File: src/hdl/granular_pitch_shifter_assert.svh
// assertion macros for the granular pitch shifter
// used by modules that clock on i_clk and reset on i_rst_n
`ifndef GRANULAR_PITCH_SHIFTER_ASSERT_SVH
`define GRANULAR_PITCH_SHIFTER_ASSERT_SVH
`ifndef SYNTHESIS
// antecedent implies consequent in the same cycle
`define GPS_ASSERT_IMP(lbl, ante, cons, msg) \
    lbl: assert property (@(posedge i_clk) disable iff (!i_rst_n) (ante) |-> (cons)) \
        else $error(msg);
// antecedent implies consequent in the next cycle
`define GPS_ASSERT_NXT(lbl, ante, cons, msg) \
    lbl: assert property (@(posedge i_clk) disable iff (!i_rst_n) (ante) |=> (cons)) \
        else $error(msg);
`else
`define GPS_ASSERT_IMP(lbl, ante, cons, msg)
`define GPS_ASSERT_NXT(lbl, ante, cons, msg)
`endif
`endif

File: src/hdl/gps_pkg.sv
// shared constants, types and helpers for the granular pitch shifter
// no dependencies
package gps_pkg;

    localparam int SAMPLE_BITS  = 24;
    localparam int BUF_DEPTH    = 4096;
    localparam int GRAIN_LEN    = 1024;
    localparam int START_DELAY  = 2048;
    localparam int GRAIN_COUNT  = 4;
    localparam int FRAC_BITS    = 16;
    localparam int ADDR_BITS    = $clog2(BUF_DEPTH);
    localparam int PHASE_BITS   = $clog2(GRAIN_LEN);
    localparam int GRAIN_BITS   = $clog2(GRAIN_COUNT);
    localparam int POS_BITS     = ADDR_BITS + FRAC_BITS;
    localparam int MUL_BITS     = 33;
    localparam int PROD_BITS    = 2 * MUL_BITS;

    localparam int RATIO_BITS   = 18;
    localparam int MIX_BITS     = 17;
    localparam int CFG_IDX_BITS = 2;
    localparam int CFG_DATA_BITS = 18;

    localparam logic [CFG_IDX_BITS-1:0] CFG_PITCH_RATIO   = 2'd0;
    localparam logic [CFG_IDX_BITS-1:0] CFG_WET_MIX       = 2'd1;
    localparam logic [CFG_IDX_BITS-1:0] CFG_EFFECT_ENABLE = 2'd2;

    localparam logic [RATIO_BITS-1:0] RATIO_RESET = 18'd65536;
    localparam logic [MIX_BITS-1:0]   WET_RESET   = 17'd32768;
    localparam logic [MIX_BITS-1:0]   MIX_ONE     = 17'd65536;

    // sine polynomial coefficients, q30
    localparam logic [31:0] SIN_C1 = 32'd1686629713;
    localparam logic [31:0] SIN_C3 = 32'd693598668;
    localparam logic [31:0] SIN_C5 = 32'd85569306;
    localparam logic [31:0] SIN_C7 = 32'd5026996;
    localparam logic [31:0] SIN_C9 = 32'd172273;

    localparam logic signed [SAMPLE_BITS-1:0] SAMPLE_MAX = {1'b0, {(SAMPLE_BITS-1){1'b1}}};
    localparam logic signed [SAMPLE_BITS-1:0] SAMPLE_MIN = {1'b1, {(SAMPLE_BITS-1){1'b0}}};

    typedef struct packed {
        logic signed [MUL_BITS-1:0] a;
        logic signed [MUL_BITS-1:0] b;
    } t_mul_req;

    // grain start position after reset, uses the reset ratio
    function automatic logic [POS_BITS-1:0] init_pos(input int g);
        logic [63:0] v;
        v = (64'((BUF_DEPTH - START_DELAY % BUF_DEPTH) % BUF_DEPTH) << FRAC_BITS)
            + 64'(g) * 64'(GRAIN_LEN / GRAIN_COUNT) * 64'(RATIO_RESET);
        return v[POS_BITS-1:0];
    endfunction

    function automatic logic signed [SAMPLE_BITS-1:0] sat_sample(input logic signed [31:0] v);
        logic signed [SAMPLE_BITS-1:0] res;
        if (v > 32'(SAMPLE_MAX)) begin
            res = SAMPLE_MAX;
        end else if (v < 32'(SAMPLE_MIN)) begin
            res = SAMPLE_MIN;
        end else begin
            res = v[SAMPLE_BITS-1:0];
        end
        return res;
    endfunction

endpackage

File: src/hdl/gps_mul.sv
// shared signed multiplier with registered product
// depends on gps_pkg
module gps_mul (
    input  logic                                   i_clk,
    input  gps_pkg::t_mul_req                      i_req,
    output logic signed [gps_pkg::PROD_BITS-1:0]   o_prod
);

    import gps_pkg::*;

    always_ff @(posedge i_clk) begin
        o_prod <= i_req.a * i_req.b;
    end

endmodule

File: config.mk
export PLATFORM = sky130hd
export DESIGN_NAME = gps_mul
export DESIGN_NICKNAME = d
export VERILOG_FILES = /design/src/hdl/granular_pitch_shifter_assert.svh /design/src/hdl/gps_pkg.sv /design/src/hdl/gps_mul.sv
export SDC_FILE = /design/constraint.sdc
export NUM_CORES = 2
export LEC_CHECK = 0
export BUFFER_PORTS_ARGS = -buffer_cell sky130_fd_sc_hd__buf_2
export CORE_ASPECT_RATIO = 0.7
export CORE_MARGIN = 4
export CORE_UTILIZATION = 50
export DETAILED_ROUTE_END_ITERATION = 7
export MAX_ROUTING_LAYER = met4
export PLACE_DENSITY = 0.66
export SLEW_MARGIN = 25
export SYNTH_ARGS = -nofsm -noshare
export SYNTH_HDL_FRONTEND = slang
export SYNTH_SLANG_ARGS = --single-unit
File: constraint.sdc
create_clock -name i_clk -period 10.9 [get_ports i_clk]
set_input_delay 0.545 -clock i_clk [delete_from_list [all_inputs] [get_ports i_clk]]
set_output_delay 0.545 -clock i_clk [all_outputs]
set_load 0.03 [all_outputs]
==> impl_metrics.yaml <==
outcome:
  outcome: "finished clean"
global_route:
  track_usage_pct: 28.9
  grt_pass1_vias: 29800
  grt_max_degree: 34
  overflow: 0
  grt_use_met2_pct: 33.8
  busiest_layer: "met1"
  grt_use_met3_pct: 12.5
  grt_util_met1_pct: 46.0
  antenna_found_initial: 7
  grt_pass1_wl_mm: 183
finish:
  drive_gt1_share_pct: 4.63
  final_nets: 5699
  syn_to_final_growth_pct: 3.74
  reg_top3: "o_prod (66)"
  final_cell_area_um2: 42300
  regMostFlops: "o_prod"
  largest_reg_flops: 66
worst_setup_path:
  cp_slowest_cell: "buf_2"
  startpoint_type: "primary input"
  critPathRequiredTime_ps: 11120
  end_kind: "flop"
  crit_fanout: 33
  crit_type: "primary input to flop"
  path_cells: "buf_2 > nand2_1 > fa_1 > fa_1 > inv_1 > fa_1 > inv_1 > fa_1 > inv_1 > fa_1 > fa_1 > fa_1 > inv_1 > fa_1 > inv_1 > ha_1 > a21oi_1 > o211ai_1 > a22oi_1 > nor2_1 > a211oi_4 > a21oi_2 > nor4b_2 > a311oi_1"
  worst_ep_arrival_time_ps: 8380
  cpPeakStageDelay_ps: 630
  cp_common_cell: "fa_1"
floorplan:
  die_h_um: 247
  ios: 133
  coreArea_um2: 80700
  start_util_pct: 50.5
  dieArea_um2: 86200
  rows: 87
  die_w_um: 349
routing:
  dr_total_vias: 28100
  drtPass1Iterations: 5
  drt-initial-drc-count: 2323
  wl_per_cell_um: 21.2
  drt_wl_total_mm: 114
  ant_nets: 0
  drc_errors: 0
  viasPerCell: 5.25
min_path:
  worstHoldStart: "i_req[0]"
  holdPathStages: 2
  hold_path_end: "o_prod[0]"
  hold_path_class: "primary input to flop"
sta:
  setup_viol: 0
  tightest_slew_ps: 921
  post-route-min-period_ps: 8160
  fmax_mhz: 122
  finalCritPeriodShare_pct: 74.9
  rsz0062_at_grt: "no"
  max_slew_margin_pct: 38.6
  fin_setup_tns_ps: 0
  fin_ws_ps: 2740
  finalHoldViolCount: 0
  finalMaxSlewViolations: 0
  whs_ps: 760
clock_network:
  clock_sinks: 66
  path_clk_slew_ps: 70
  root_buffer: "clkbuf_16"
  cts_hold_buf: 0
  cts_tree: "yes"
  cts_setup_buffers: 0
  cts.repair.resized: 0
  cts_buffers: 9
  clk_path_buf_depth: 2
  htree_levels: 3
synth:
  ys_ff_latch: 66
  syn_area_per_cell_um2: 9.39
  synth_edf_count: 0
  synth_flop_cell: "dfxtp_1"
  synth_top_area_share_pct: 56.3
  yosysWarningCount: 0
  synth_cells: 4338
  synth.largest_area_cell: "fa_1"
  synth_area_leaders: "fa_1 (56%), inv_1 (10%), and2_1 (8.6%)"
  syn_nets: 5767
  yosysSeqAreaShare_pct: 3.24
  syn_area_um2: 40700
  ys_types: 80
  async_reset_ff_share_pct: 0
placement:
  placed_area_um2: 42000
  io_buffers: 132
  gp_congestion: 0.938
  place_hpwl_mm: 93.3
  post-place-ws_ps: 2260
flow_run:
  cap_violations: 0
[how the worst max path moves through the flow]
stage                            end  slack [ps]  cells after the start      start
after floorplan           o_prod[62]        3120                     23  i_req[65]
after global placement    o_prod[64]        2310                     22   i_req[6]
after detailed placement  o_prod[58]        2260                     24   i_req[6]
after CTS                 o_prod[58]        2620                     24   i_req[6]
after global routing      o_prod[58]        2360                     24  i_req[43]
final                     o_prod[58]        2740                     24  i_req[18]
[per-stage QoR]
step | utilization [%] | std cells
floorplan | - | 4338
global placement | 52.0 | 5327
detailed placement | 52.0 | 5327
CTS | 52.4 | 5343
global route | 52.4 | 5350
finish | 52.4 | 5350
[placed cells by master (no fill, tap or decap), drive strengths merged, types with 7 or more instances in the layout]
| cell type | synthesis | final |
|---|---|---|
| a21oi | 61 | 61 |
| a211oi | 11 | 11 |
| xor2 | 25 | 25 |
| and2 | 563 | 563 |
| nand3 | 26 | 26 |
| nand2b | 12 | 12 |
| nand2 | 551 | 551 |
| o31ai | 7 | 7 |
| nand4 | 12 | 12 |
| xnor2 | 43 | 43 |
| a21o | 38 | 38 |
| o21ai | 33 | 33 |
| ha | 217 | 217 |
| fa | 1145 | 1145 |
| buf | 13 | 142 |
| inv | 1131 | 1133 |
| dfxtp | 66 | 66 |
| nor3 | 7 | 7 |
| o21bai | 11 | 11 |
| clkbuf | 208 | 9 |
| nor2 | 68 | 68 |
| a31oi | 9 | 9 |
| diode | 0 | 7 |
[layer usage]
metal | up-vias | part of all wire [%]
met5 | - | 0
met1 | 14400 | 48
met4 | 0 | 1.1
li1 | 12200 | -
met3 | 67 | 15
met2 | 1376 | 36
[cells by family after synthesis]
kind of cell / synth area share (%)
flip-flops: 3.24
adder cells (fa/ha/maj): 62.9
AND/OR/NAND/NOR: 15.8
AO/OA/AOI/OAI: 4.07
XOR/XNOR: 1.46
buffers and inverters: 12.5
[cell usage after synthesis (8+ instances only)]
cell,instances
o21bai_1,11
nand2_1,551
and2_1,562
a21oi_1,57
dfxtp_1,66
fa_1,1145
a21o_1,36
o21ai_0,25
nand2b_1,12
xnor2_1,43
nand3_1,25
xor2_1,25
nor2_1,68
inv_1,1131
clkbuf_1,208
buf_2,11
ha_1,217
nand4_1,11
a31oi_1,8
[worst max-delay path: cells and delay by family]
family / cells / cell delay (ps)
compound gates: 6 / 1610
simple gates: 3 / 620
buf+inv: 6 / 950
fa+ha+maj: 9 / 4640
[cell type report]
type / instances / area (µm²)
fillers: 7326 / 38400
multi-input cells: 2920 / 34300
inverters: 1131 / 4250
well taps: 1068 / 1340
flip-flops and latches: 66 / 1320
repair buffers: 142 / 736
clock buffers: 9 / 225
clock inverters: 7 / 52.6
diodes: 7 / 17.5
Power is not shown: default switching activity piles up to over one toggle a cycle in this logic, so the estimate is an artifact.
